$ cat config.mk
export PLATFORM = sky130hd
export DESIGN_NAME = rmq_div_step
export DESIGN_NICKNAME = d
export VERILOG_FILES = /design/src/sv/rotation_matrix_to_quaternion_core_assert.svh /design/src/sv/rmq_pkg.sv /design/src/sv/rmq_div_step.sv
export SDC_FILE = /design/constraint.sdc
export NUM_CORES = 1
export LEC_CHECK = 0
export ABC_AREA = 1
export BUFFER_PORTS_ARGS = -buffer_cell sky130_fd_sc_hd__buf_2
export CAP_MARGIN = 10
export CORE_MARGIN = 8
export CORE_UTILIZATION = 49
export DETAILED_ROUTE_END_ITERATION = 8
export GPL_TIMING_DRIVEN = 0
export PLACE_DENSITY_LB_ADDON = 0.05
export RECOVER_POWER = 50
export SYNTH_ARGS = -nofsm -noshare
export SYNTH_HDL_FRONTEND = slang
export SYNTH_SLANG_ARGS = --single-unit
$ cat constraint.sdc
create_clock -name clk -period 5.95 [get_ports clk]
set_input_delay 0.2975 -clock clk [delete_from_list [all_inputs] [get_ports clk]]
set_output_delay 0.2975 -clock clk [all_outputs]
set_load 0.05 [all_outputs]
$ cat src/sv/rotation_matrix_to_quaternion_core_assert.svh
// Assertion macros for the rotation matrix to quaternion core.
// Included by the top-level module, which checks its own pipeline; no other dependencies.
`ifndef ROTATION_MATRIX_TO_QUATERNION_CORE_ASSERT_SVH
`define ROTATION_MATRIX_TO_QUATERNION_CORE_ASSERT_SVH

// Same-cycle implication, disabled during reset.
`define RMQ_ASSERT_NOW(label, ante, cons, msg) \
  label: assert property (@(posedge clk) disable iff (rst) (ante) |-> (cons)) \
    else $error(msg);

// Next-cycle implication, disabled during reset.
`define RMQ_ASSERT_NEXT(label, ante, cons, msg) \
  label: assert property (@(posedge clk) disable iff (rst) (ante) |=> (cons)) \
    else $error(msg);

`endif

$ cat src/sv/rmq_pkg.sv
// Shared types for the rotation matrix to quaternion core.
// No dependencies; imported by every module of the core.
package rmq_pkg;

  localparam int FLD_W = 18;

  // Which formula the item uses: trace, or the largest diagonal element.
  typedef enum logic [1:0] {
    SEL_TRACE = 2'd0,
    SEL_X     = 2'd1,
    SEL_Y     = 2'd2,
    SEL_Z     = 2'd3
  } sel_t;

  typedef struct packed {
    logic valid;
    sel_t sel;
  } ctrl_t;

endpackage

$ cat src/sv/rmq_div_step.sv
// One registered quotient-bit step for three parallel restoring dividers.
// Depends on rmq_pkg for the control struct.
module rmq_div_step
  import rmq_pkg::*;
#(
  parameter int REMW = 20,
  parameter int LW   = 18,
  parameter int QB   = 18,
  parameter int SW   = 8
) (
  input  logic                  clk,
  input  logic                  rst,
  input  logic                  en,
  input  ctrl_t                 ctrl_in,
  input  logic [REMW-2:0]       d_in,
  input  logic [2:0][REMW-1:0]  rem_in,
  input  logic [2:0][LW-1:0]    low_in,
  input  logic [2:0][QB-1:0]    q_in,
  input  logic [SW-1:0]         side_in,
  output ctrl_t                 ctrl_out,
  output logic [REMW-2:0]       d_out,
  output logic [2:0][REMW-1:0]  rem_out,
  output logic [2:0][LW-1:0]    low_out,
  output logic [2:0][QB-1:0]    q_out,
  output logic [SW-1:0]         side_out
);

  logic [2:0][REMW-1:0] rem_sh;
  logic [2:0]           take;

  always_comb begin
    for (int k = 0; k < 3; k++) begin
      rem_sh[k] = {rem_in[k][REMW-2:0], low_in[k][LW-1]};
      take[k]   = (rem_sh[k] >= {1'b0, d_in});
    end
  end

  always_ff @(posedge clk) begin
    if (rst) begin
      ctrl_out <= '0;
    end else if (en) begin
      ctrl_out <= ctrl_in;
    end
  end

  always_ff @(posedge clk) begin
    if (en) begin
      d_out    <= d_in;
      side_out <= side_in;
      for (int k = 0; k < 3; k++) begin
        rem_out[k] <= take[k] ? (rem_sh[k] - {1'b0, d_in}) : rem_sh[k];
        low_out[k] <= {low_in[k][LW-2:0], 1'b0};
        q_out[k]   <= {q_in[k][QB-2:0], take[k]};
      end
    end
  end

endmodule

Yosys cells after proc, flatten, opt, wreduce, memory -nomap -nowiden
Index checks and enable logic that the tools add are counted.

Word-level logic and storage cells: 22. Input bits: 201. Flip-flop bits (word level): 195.

$add $sub $neg: 3. Mux-type cells: 3. $lt $le $gt $ge: 3.

Operators by type and width (number): 20-bit by 19-bit >= comparator with 1-bit output (3); 20-bit 2-to-1 mux (3); 20-bit by 19-bit subtractor with 20-bit output (3).

Longest topological paths before layout
Word-level depth: 2. Gate-level depth with buffers: 14.

Least setup slack after synthesis
No wires, ideal clock.

Path kind: input to register. From: input port low_in[35] in the netlist's numbering. To: register rem_out[22] in the netlist's numbering, data pin. Arrival time: 1.818 ns. Required time: 5.698 ns. Buffers on the path: 1. Library setup time: 0.252 ns. Stages on the path: 13. Path slack: 3.880 ns. Path through: inv_1 ha_1 fa_1 nand3b_1 nand2_2 nand3_1 nand3_2 nand2_1 nand2_4 inv_4 buf_6 nand2_1 nand2_1.

Longest elaborated chain between the ends: 2. Elaborated cells on any way between the ends: 3. Classes of those cells: add/sub (1); order compare (1); mux (1).

RTL lines: from (decl) (line rmq_div_step.sv:17) `input logic [2:0][LW-1:0] low_in,`; 20-bit by 19-bit subtractor with 20-bit output / 20-bit by 19-bit >= comparator with 1-bit output (equally long branches) (line rmq_div_step.sv:51, rmq_div_step.sv:34); 20-bit 2-to-1 mux (*) (line rmq_div_step.sv:51) `rem_out[k] <= take[k] ? (rem_sh[k] - {1'b0, d_in}) : rem_sh[k];`; to (signal, indexed assignment) (line rmq_div_step.sv:51); to (decl) (line rmq_div_step.sv:22) `output logic [2:0][REMW-1:0] rem_out,`.

Mark *: on every way between the ends. The rest lies on a longest branch, timed or not. A chain may end at the register's enable or synchronous reset.

Final worst setup path
From: input port en. To: register low_out[3] in the netlist's numbering, enable pin.

RTL lines: from (decl) (line rmq_div_step.sv:13) `input logic en,`; to (signal, indexed assignment) (line rmq_div_step.sv:52) `low_out[k] <= {low_in[k][LW-2:0], 1'b0};`; to (decl) (line rmq_div_step.sv:23) `output logic [2:0][LW-1:0] low_out,`.

No word-level cell between the ends.

==> impl_results.md <==
* Status: finished, violations left
* Failing checks: capacitance limit, slew limit
* Worst Setup Start Kind: input port
* Max Freq at 359 MHz
* Hold Violations, Final at 0
* Final Power at ~4.1 mW
* CTS tree: yes
* Delay-heaviest family, CP: buffers and inverters
* Top cells by area, synth: edfxtp_1 55%, nand2_1 15%, ha_1 6.8%
* Fin crit period at 2.79 ns
* Sink Count at 195
* VDD IR max at about 0.00018 V
* Hpwl dp at roughly 28 mm
* Clock tree root driver cell: clkbuf_16
* Syn_area_per_cell at 9.29 µm²
* Slew @ Worst Pin at 2.58 ns
* Sw Pwr at 1.57 mW
* Setup Skew at 0 ns
* Worst rel slew slack at -71.9%
* MaxCap Viol Count at 1
* Clock power frac at about 28%
* DRC at 0
* Mapped Cells at approximately 1100
* Setup TNS at 0 ns
* Area delta synth->final at 27.4%
* Net Sw Frac at about 38%
* Crit path max fanout at around 110
* Via count at between 9000 and 10000
* Number of synthesized register bits at ~200
* Max incr delay on CP at between 1.5 and 2 ns
* Flop pwr share at 41.3%
* Largest net degree at the start of global routing at 107
* Post-cts gate resize count at 0
* Register area share after synthesis at between 50% and 60%
* Worst EP arrival at 2.79 ns
* WL final at 34.2 mm
* CTS max path bufs at 2
* Clk slew on worst S/H paths at around 0.08 ns
* Cell internal pwr at 2.57 mW
* Required @ worst endpoint at 5.96 ns
* Hold WS at between 0.02 and 0.025 ns
* Crit-path slowest cell: clkbuf_2
* Number of global-route vias before repair at 8895
* Hold-fix buffers, CTS at 0
* First-pass GRT wire length at approximately 51 mm
* Post-DR wirelength/cell at roughly 19 µm
* Ports at ~400
* Combinational power share at a little under a third
* Commonest non-fill, non-tap cell in the layout: nand2_1
* Die height at roughly 160 µm
* # rows at 53
* Starting DRT DRC Count at ~600
* CP Depth at 2
* Share of the synthesized area in the top cell type at between 50% and 60%
* CP Cell Sequence: buf_8 > clkbuf_2
* Dominant cell type by area after synthesis: edfxtp_1
* Critical path class: in2reg
* Initial Util at roughly half
* Initial antenna violation count at 1
* Synth warn at 0
* Share of cells above drive strength 1 at 28.1%
* Ys async rst share at 0%
* Library cells used by synthesis at 32
* Post-layout nets at roughly 1800
* Worst skew pair latency at roughly 0.44 ns
* Via density at just under 5
* GRT Overall Usage at between 20% and 30%
* Lkg Pwr at between 6 and 7 nW
* Hold Crit Depth at 1
* IO Port Bufs at 389
* Synth Flop Type: edfxtp_1
* Area of the mapped netlist at between 0.01 and 0.015 mm²
* Most frequent cells in the layout: 424 x nand2_1, 364 x buf_2, 192 x edfxtp_1, 137 x inv_1, 80 x nor2_1
* Post-place setup slack at approximately 3.5 ns
* Setup violators final at 0
* Hold crit path type: in2reg
* Placer Congestion at between 0.9 and 1
* Fin crit share at 46.9%
* Buf/Inv on CP at 2
* Setup bufs post-CTS at 0
* Core area at 0.0211 mm²
* Grt total ovfl at 0
* Die Span X at approximately 160 µm
* Post-route ant nets at 0
* Setup WS post-layout at roughly 3.2 ns
* TritonCTS Buffers at 17
* Drt first pass iters at 6
* R2R depth at 2
* Die area at 0.0265 mm²
* Pwr Density at between 300 and 400 mW/mm²
* RSZ-0062 raised after global routing: false
* H-tree Lvls at 4
* Max Transition Viols Final at between 100 and 150
* Total inserted antenna cells at 0
* Number of flops mapped to enable cells by yosys at 192
* CP Capture Type: flop
* Final core utilization at about 64%
-- area by class of cell --
cell class	instances	area (µm²)
Timing Repair Buffer	390	1930
Multi-Input combinational cell	786	4060
Inverter	143	544
Sequential cell	195	5830
Clock buffer	18	429
Buffer	12	113
Tap cell	275	344
Fill cell	1897	7660
Clock inverter	14	175
-- logic make-up after synthesis --
group                      count (synthesis)  share of synthesized area (%)
DFF                                      195                           55.3
adders and majority gates                 60                           7.34
buffers and inverters                    155                           6.23
AOI/OAI and AO/OA                         73                           3.99
and+or+nand+nor                          620                           24.6
other                                      1                         0.0356
xor gates and xnor gates                  30                           2.49
-- cells in the mapped netlist, types with 4 or more instances --
library cell,n
a21oi_2,8
buf_4,6
inv_1,137
xnor2_1,9
buf_6,6
nand3_1,61
o21ai_1,10
nand4_1,6
nand2_1,424
nor3_1,9
xor2_1,21
a21oi_1,37
o21bai_1,10
edfxtp_1,192
nand3b_1,19
nand2_2,4
o21ai_0,8
nor2_1,80
ha_1,57
-- metrics by stage --
stage,instance area [µm²],std cells
final,13400,1833
after global routing,13400,1833
after CTS,13500,1833
after detailed placement,12900,1801
after global placement,12800,1800
after floorplan,10500,1136
-- worst paths after layout --
check                            startpoint          end  slack, ns
worst max-delay path                     en   low_out[3]       3.16
worst min-delay path               q_in[49]    q_out[50]       0.02
worst max register to register  ctrl_out[2]  ctrl_out[2]       5.37
worst min register to register  ctrl_out[1]  ctrl_out[1]       0.46
-- layer usage --
metal  global-route usage [%]  share of wire, %  vias to the layer above
met4                     5.21               1.0                        2
met3                     6.40               7.4                       31
met5                        0             0.044                        -
met1                     29.1                39                     4217
met2                     46.3                52                      304
li1                         -                 -                     4538
-- flip-flops by register name, summed over array words and instances (netlist names) --
| name | cells |
|---|---|
| ctrl_out | 3 |
| d_out | 19 |
| low_out | 51 |
| q_out | 54 |
| rem_out | 60 |
| side_out | 8 |
-- power by group through the flow --
stage / Clock (mW) / Combinational (mW) / Sequential, mW
after global placement: 0 / 1.25 / 1.74
final: 1.17 / 1.26 / 1.71
after CTS: 1.19 / 1.27 / 1.71
after floorplan: 0 / 0.403 / 2.23
after global routing: 1.24 / 1.35 / 1.72
after detailed placement: 0 / 1.26 / 1.74
-- worst register-to-register path, delay by kind of cell, from the launching register on --
kind	cells	cell delay, ns
DFF	1	0.34
AOI/OAI and AO/OA	1	0.12
and+or+nand+nor	1	0.05
(Power assumes the default switching activity.)
