$ cat src/sv/rotation_matrix_to_quaternion_core_assert.svh
// Assertion macros for the rotation matrix to quaternion core.
// Included by the top-level module, which checks its own pipeline; no other dependencies.
`ifndef ROTATION_MATRIX_TO_QUATERNION_CORE_ASSERT_SVH
`define ROTATION_MATRIX_TO_QUATERNION_CORE_ASSERT_SVH

// Same-cycle implication, disabled during reset.
`define RMQ_ASSERT_NOW(label, ante, cons, msg) \
  label: assert property (@(posedge clk) disable iff (rst) (ante) |-> (cons)) \
    else $error(msg);

// Next-cycle implication, disabled during reset.
`define RMQ_ASSERT_NEXT(label, ante, cons, msg) \
  label: assert property (@(posedge clk) disable iff (rst) (ante) |=> (cons)) \
    else $error(msg);

`endif

$ cat src/sv/rmq_pkg.sv
// Shared types for the rotation matrix to quaternion core.
// No dependencies; imported by every module of the core.
package rmq_pkg;

  localparam int FLD_W = 18;

  // Which formula the item uses: trace, or the largest diagonal element.
  typedef enum logic [1:0] {
    SEL_TRACE = 2'd0,
    SEL_X     = 2'd1,
    SEL_Y     = 2'd2,
    SEL_Z     = 2'd3
  } sel_t;

  typedef struct packed {
    logic valid;
    sel_t sel;
  } ctrl_t;

endpackage

$ cat src/sv/rmq_sqrt_step.sv
// One registered digit step of the pipelined integer square root.
// Depends on rmq_pkg for the control struct.
module rmq_sqrt_step
  import rmq_pkg::*;
#(
  parameter int VWE = 36,
  parameter int RB  = 18,
  parameter int SW  = 8
) (
  input  logic            clk,
  input  logic            rst,
  input  logic            en,
  input  ctrl_t           ctrl_in,
  input  logic [VWE-1:0]  v_in,
  input  logic [RB+1:0]   rem_in,
  input  logic [RB-1:0]   root_in,
  input  logic [SW-1:0]   side_in,
  output ctrl_t           ctrl_out,
  output logic [VWE-1:0]  v_out,
  output logic [RB+1:0]   rem_out,
  output logic [RB-1:0]   root_out,
  output logic [SW-1:0]   side_out
);

  logic [RB+1:0] rem_sh;
  logic [RB+1:0] trial;
  logic          take;

  // Bring in the next two radicand bits and try the next root bit.
  assign rem_sh = {rem_in[RB-1:0], v_in[VWE-1:VWE-2]};
  assign trial  = {root_in, 2'b01};
  assign take   = (rem_sh >= trial);

  always_ff @(posedge clk) begin
    if (rst) begin
      ctrl_out <= '0;
    end else if (en) begin
      ctrl_out <= ctrl_in;
    end
  end

  always_ff @(posedge clk) begin
    if (en) begin
      v_out    <= {v_in[VWE-3:0], 2'b00};
      rem_out  <= take ? (rem_sh - trial) : rem_sh;
      root_out <= {root_in[RB-2:0], take};
      side_out <= side_in;
    end
  end

endmodule

$ cat config.mk
export PLATFORM = sky130hd
export DESIGN_NAME = rmq_sqrt_step
export DESIGN_NICKNAME = d
export VERILOG_FILES = /design/src/sv/rotation_matrix_to_quaternion_core_assert.svh /design/src/sv/rmq_pkg.sv /design/src/sv/rmq_sqrt_step.sv
export SDC_FILE = /design/constraint.sdc
export NUM_CORES = 1
export LEC_CHECK = 0
export ABC_CLOCK_PERIOD_IN_PS = 7100
export BUFFER_PORTS_ARGS = -buffer_cell sky130_fd_sc_hd__buf_2
export CAP_MARGIN = 15
export CORE_UTILIZATION = 45
export DETAILED_ROUTE_END_ITERATION = 10
export GPL_TIMING_DRIVEN = 0
export PLACE_DENSITY = 0.89
export SETUP_SLACK_MARGIN = 0.05
export SLEW_MARGIN = 10
export SYNTH_ARGS = -nofsm -noshare
export SYNTH_HDL_FRONTEND = slang
export SYNTH_SLANG_ARGS = --single-unit
export TNS_END_PERCENT = 100
$ cat constraint.sdc
create_clock -name clk -period 7.1 [get_ports clk]
set_clock_uncertainty 0.05 [all_clocks]
set_input_delay 1.42 -clock clk [delete_from_list [all_inputs] [get_ports clk]]
set_output_delay 1.42 -clock clk [all_outputs]
set_load 0.01 [all_outputs]
# ---- After elaboration in Yosys (flattened, before gate mapping)
# Index checks and enable logic that the tools add are counted.
dict set report word_totals {
  regBits 83
  inputBits 88
  out_inout_bits 85
  elab_cells 9
}
dict set report classes {
  n_addsub 1
  order_cmp 1
  muxes 1
}
# cell n
set op_table {}
lappend op_table {{20-bit >= comparator} 1}
lappend op_table {{20-bit two-way mux} 1}
lappend op_table {{20-bit subtractor} 1}

# ---- Longest topological paths before layout
dict set report logic_depth {
  ltp_word 2
  mapped_depth 11
  depth_no_buf 9
}

# ---- Least setup slack after synthesis
# OpenSTA, ideal clock, no wires.
dict set report synth_path {
  path_kind {input to register}
  startpoint {input root_in[12]}
  endpoint {register rem_out[18], data pin}
  setup_ns 0.260
  t_arrival_ns 3.045
  t_required_ns 6.790
  slack_ns 3.745
  cell_stages 10
  path_buffers 1
  path_cell_list {inv_1 ha_1 buf_2 nand2_1 nor3_2 nand3_1 o31ai_2 a31oi_1 xnor2_1 mux2_4}
}
dict set report synth_between {
  elab_chain_cells 2
  elab_cells_between_ends 3
  cone_classes {add/sub: 1; order compare: 1; mux: 1}
}
# element line_no
set synth_lines {}
lappend synth_lines {{start: declaration} rmq_sqrt_step.sv:16} ;# input logic [RB-1:0] root_in,
lappend synth_lines {{20-bit subtractor / 20-bit >= comparator (equally long branches)} {rmq_sqrt_step.sv:45, rmq_sqrt_step.sv:32}}
lappend synth_lines {{20-bit two-way mux *} rmq_sqrt_step.sv:45} ;# rem_out <= take ? (rem_sh - trial) : rem_sh;
lappend synth_lines {{end signal: assignment} rmq_sqrt_step.sv:45}
lappend synth_lines {{end: declaration} rmq_sqrt_step.sv:20} ;# output logic [RB+1:0] rem_out,
# Mark *: on every way between the ends. The rest lies on a longest branch, timed or not.
# A chain may end at the register's enable or synchronous reset.

# ---- Worst setup path in the final report
# Same ends and word-level chain as after synthesis.

==> impl_metrics.env <==
export IMPL_multi_input_area_um2=1276
export IMPL_intPower_uw=823.7
export IMPL_grt_pass1_vias=2890
export IMPL_p_leak_uw=0.002284
export IMPL_finalInstanceArea_um2=5047
export IMPL_max_cap_viol_count=0
export IMPL_worstPathArrival_ps=3400
export IMPL_r2r_end="ctrl_out[2]$_SDFFE_PP0P_"
export IMPL_fill_cells=636
export IMPL_rr_worst_depth=2
export IMPL_place_gp_congestion=0.8847
export IMPL_seq_power_share=0.520
export IMPL_numCtsBuffers=9
export IMPL_seqCellArea_um2=2462
export IMPL_yosysUniqueCellTypes=46
export IMPL_synth_top_area_frac=0.6214
export IMPL_start_util=0.4682
export IMPL_yosysWarnings=0
export IMPL_whs_path_depth=2
export IMPL_synth_cell_area_um2=3866
export IMPL_postPlaceCellArea_um2=4872
export IMPL_area_delta_synth_final_pct=30.55
export IMPL_power_density_nw_per_um2=229.4
export IMPL_final_layout_size_suffix_gt1_frac=0.4298
export IMPL_crit_fanout=9
export IMPL_synth_mux_area_frac=0.01165
export IMPL_dp_cells=573
export IMPL_die_w_um=94.69
export IMPL_clkTransAtPathRegs_ps=80
export IMPL_critPathTopFamily="simple AND/OR/NAND/NOR gates"
export IMPL_grt_max_degree=56
export IMPL_rsz0062_at_grt="no"
export IMPL_synth_edff_count=80
export IMPL_ctsResizeCount=0
export IMPL_cpMaxStageDelayCell="o31ai_2"
export IMPL_worst_path_most_repeated_cell="buf_2"
export IMPL_wl_per_cell_um=16.21
export IMPL_crit_buf_inv=3
export IMPL_diodes=0
export IMPL_portBuffers=168
export IMPL_setup_tns_ps=0
export IMPL_setup_violations_final=0
export IMPL_dpl_hpwl_um=7461
export IMPL_drt_total_wl_um=9548
export IMPL_p_sw_uw=334.0
export IMPL_synth_simple_gate_area_frac=0.08252
export IMPL_die_height_um=94.69
export IMPL_synth_seq_cells=83
export IMPL_synthAdderAreaFrac=0.06472
export IMPL_synthXorXnorAreaFrac=0.03398
export IMPL_layout_cells_non_filler=589
export IMPL_yosys_cell_count_top_type="edfxtp_1"
export IMPL_cp_slowest_stage_delay_ps=340
export IMPL_async_flop_share=0
export IMPL_route_detailed_drc=0
export IMPL_min_delay_start="ctrl_out[0]$_SDFFE_PP0P_"
export IMPL_vias=2975
export IMPL_grt_overflow_total=0
export IMPL_grt_antenna_before_repair=0
export IMPL_slew_violations=0
export IMPL_cp_end_kind="register"
export IMPL_synth_top_area_cell="edfxtp_1"
export IMPL_timing_hold_violations_final=0
export IMPL_power_frac_clock=0.267
export IMPL_clockBufferDepth=2
export IMPL_num_rows=33
export IMPL_die_area_um2=8966
export IMPL_required_ps=7160
export IMPL_r2r_start="ctrl_out[2]$_SDFFE_PP0P_"
export IMPL_ios=173
export IMPL_ys_seq_area_frac=0.6369
export IMPL_start_kind="input port"
export IMPL_switching_share=0.2885
export IMPL_drt_pass1_iterations=4
export IMPL_netlist_top_cells_count="80 x edfxtp_1, 33 x nand2_1, 21 x inv_1"
export IMPL_netlist_top_cells_area="edfxtp_1 62%, ha_1 6.5%, nand2_1 3.2%"
export IMPL_timing_fmax_ghz=0.2989
export IMPL_synth_compound_area_share=0.1353
export IMPL_min_to="ctrl_out[0]$_SDFFE_PP0P_"
export IMPL_avgSynthCellArea_um2=12.97
export IMPL_clk_insertion_delay_late_ps=350
export IMPL_cts_tree="built"
export IMPL_grt_total_usage=0.2102
export IMPL_rrSetupSlack_ps=6420
export IMPL_drtIter0Drc=118
export IMPL_cts_sinks=83
export IMPL_outcome="finished clean"
export IMPL_hp_class="register to register"
export IMPL_fin_crit_sh=0.4713
export IMPL_worstSetupPathType="input port to register"
export IMPL_post_cts_repair_setup_buffers=0
export IMPL_hold_buffers=0
export IMPL_grt_pass1_wl_um=14080
export IMPL_drt_vias_per_instance=5.051
export IMPL_cts_htree_levels=3
export IMPL_period_minus_slack_ps=3346
export IMPL_syn_instance_count=298
export IMPL_synth_top_family_by_area="compound AO/OA/AOI/OAI gates"
export IMPL_irDropWorstVdd_mv=0.1100
export IMPL_cts_root_buf="clkbuf_8"
export IMPL_pwr_share_comb=0.213
export IMPL_ant_nets=0
export IMPL_fin_nets=587
export IMPL_core_um2=8258
export IMPL_cp_cell_sequence="buf_2 -> inv_1 -> ha_1 -> buf_2 -> nand2_1 -> nor3_2 -> nand3_1 -> o31ai_2 -> a31oi_1 -> xnor2_1 -> mux2_4"
export IMPL_synth_ff_type="edfxtp_1"
==> worst max path at each step <==
stage	start	slack, ps	endpoint	depth (start not counted)
after CTS	root_in[12]	3750	rem_out[18]$_DFFE_PP_	11
after floorplan	root_in[12]	3740	rem_out[18]$_DFFE_PP_	10
after detailed placement	root_in[12]	3380	rem_out[18]$_DFFE_PP_	11
final	root_in[12]	3750	rem_out[18]$_DFFE_PP_	11
after global routing	root_in[12]	3570	rem_out[18]$_DFFE_PP_	11
after global placement	root_in[12]	3380	rem_out[18]$_DFFE_PP_	11
==> power by group through the flow <==
stage / Clock (uW) / Sequential [uW] / Combinational (uW)
after floorplan: 0 / 639 / 113
after global placement: 0 / 611 / 239
after detailed placement: 0 / 613 / 248
after CTS: 313 / 603 / 248
after global routing: 331 / 607 / 272
final: 309 / 602 / 247
==> worst register-to-register path, cell delays in order, from the launching register on <==
cell and delay, ps:
dfxtp_1 320, mux2i_1 150, nor2_1 60
==> state kept, by name (all words and copies together), names as in the netlist <==
register and flops:
root_out 18, side_out 8, v_out 34, rem_out 20, ctrl_out 3
==> per-layer routing <==
metal / vias up / track usage / wire [um]
met4: 0 / 0.08965 / 218
met1: 1389 / 0.2271 / 3757
met5: - / 0 / 0
li1: 1451 / - / -
met3: 18 / 0.06119 / 785
met2: 117 / 0.3801 / 4786
==> cell usage in the layout, fill, tap and decap left out, types with 2 or more instances in the layout <==
cell type	Yosys	final
clkinv_4	0	2
clkbuf_8	0	9
nor2_1	16	16
conb_1	1	2
and2_1	2	2
xor2_1	7	7
nor3_1	5	5
o211ai_1	4	4
o21a_1	4	4
a21o_1	7	7
a21boi_0	2	2
inv_6	0	2
a31oi_1	6	6
buf_2	3	170
a21oi_1	13	13
o21ai_1	19	19
or2_2	3	3
inv_1	21	21
ha_1	20	20
a21oi_2	4	4
buf_4	3	4
nand2_1	33	33
mux2i_1	3	3
xnor2_1	8	8
nand2b_1	3	3
o31ai_1	2	2
dfxtp_1	3	3
nand3_1	2	2
nor2b_1	2	2
edfxtp_1	80	80
o21ai_0	4	4
==> layout make-up <==
class,instances,share of cell area
clock buffers,9,0.02454
multi-input cells,187,0.2529
flip-flops and latches,83,0.4879
repair buffers,169,0.1725
well taps,105,0.02603
inverters,22,0.01636
clock inverters,7,0.01016
plain buffers,7,0.009668
==> through the flow <==
step	total power [uW]	setup slack (ps)	hold WS, ps	utilization
2_1_floorplan	752.3	3745	477.9	-
3_3_place_gp	850.1	3383	420.4	0.5864
3_5_place_dp	860.6	3380	430.7	0.5900
4_1_cts	1164	3750	450.6	0.6112
5_1_grt	1210	3571	485.5	0.6112
6_report	1158	3754	447.6	0.6112
==> cells by family after synthesis <==
| family | Yosys count |
|---|---|
| AO/OA/AOI/OAI | 75 |
| XOR/XNOR | 15 |
| adder cells (fa/ha/maj) | 20 |
| buffers and inverters | 29 |
| flip-flops | 83 |
| multiplexers | 4 |
| other | 1 |
| AND/OR/NAND/NOR | 71 |
Power figures use the tool's default switching activity.
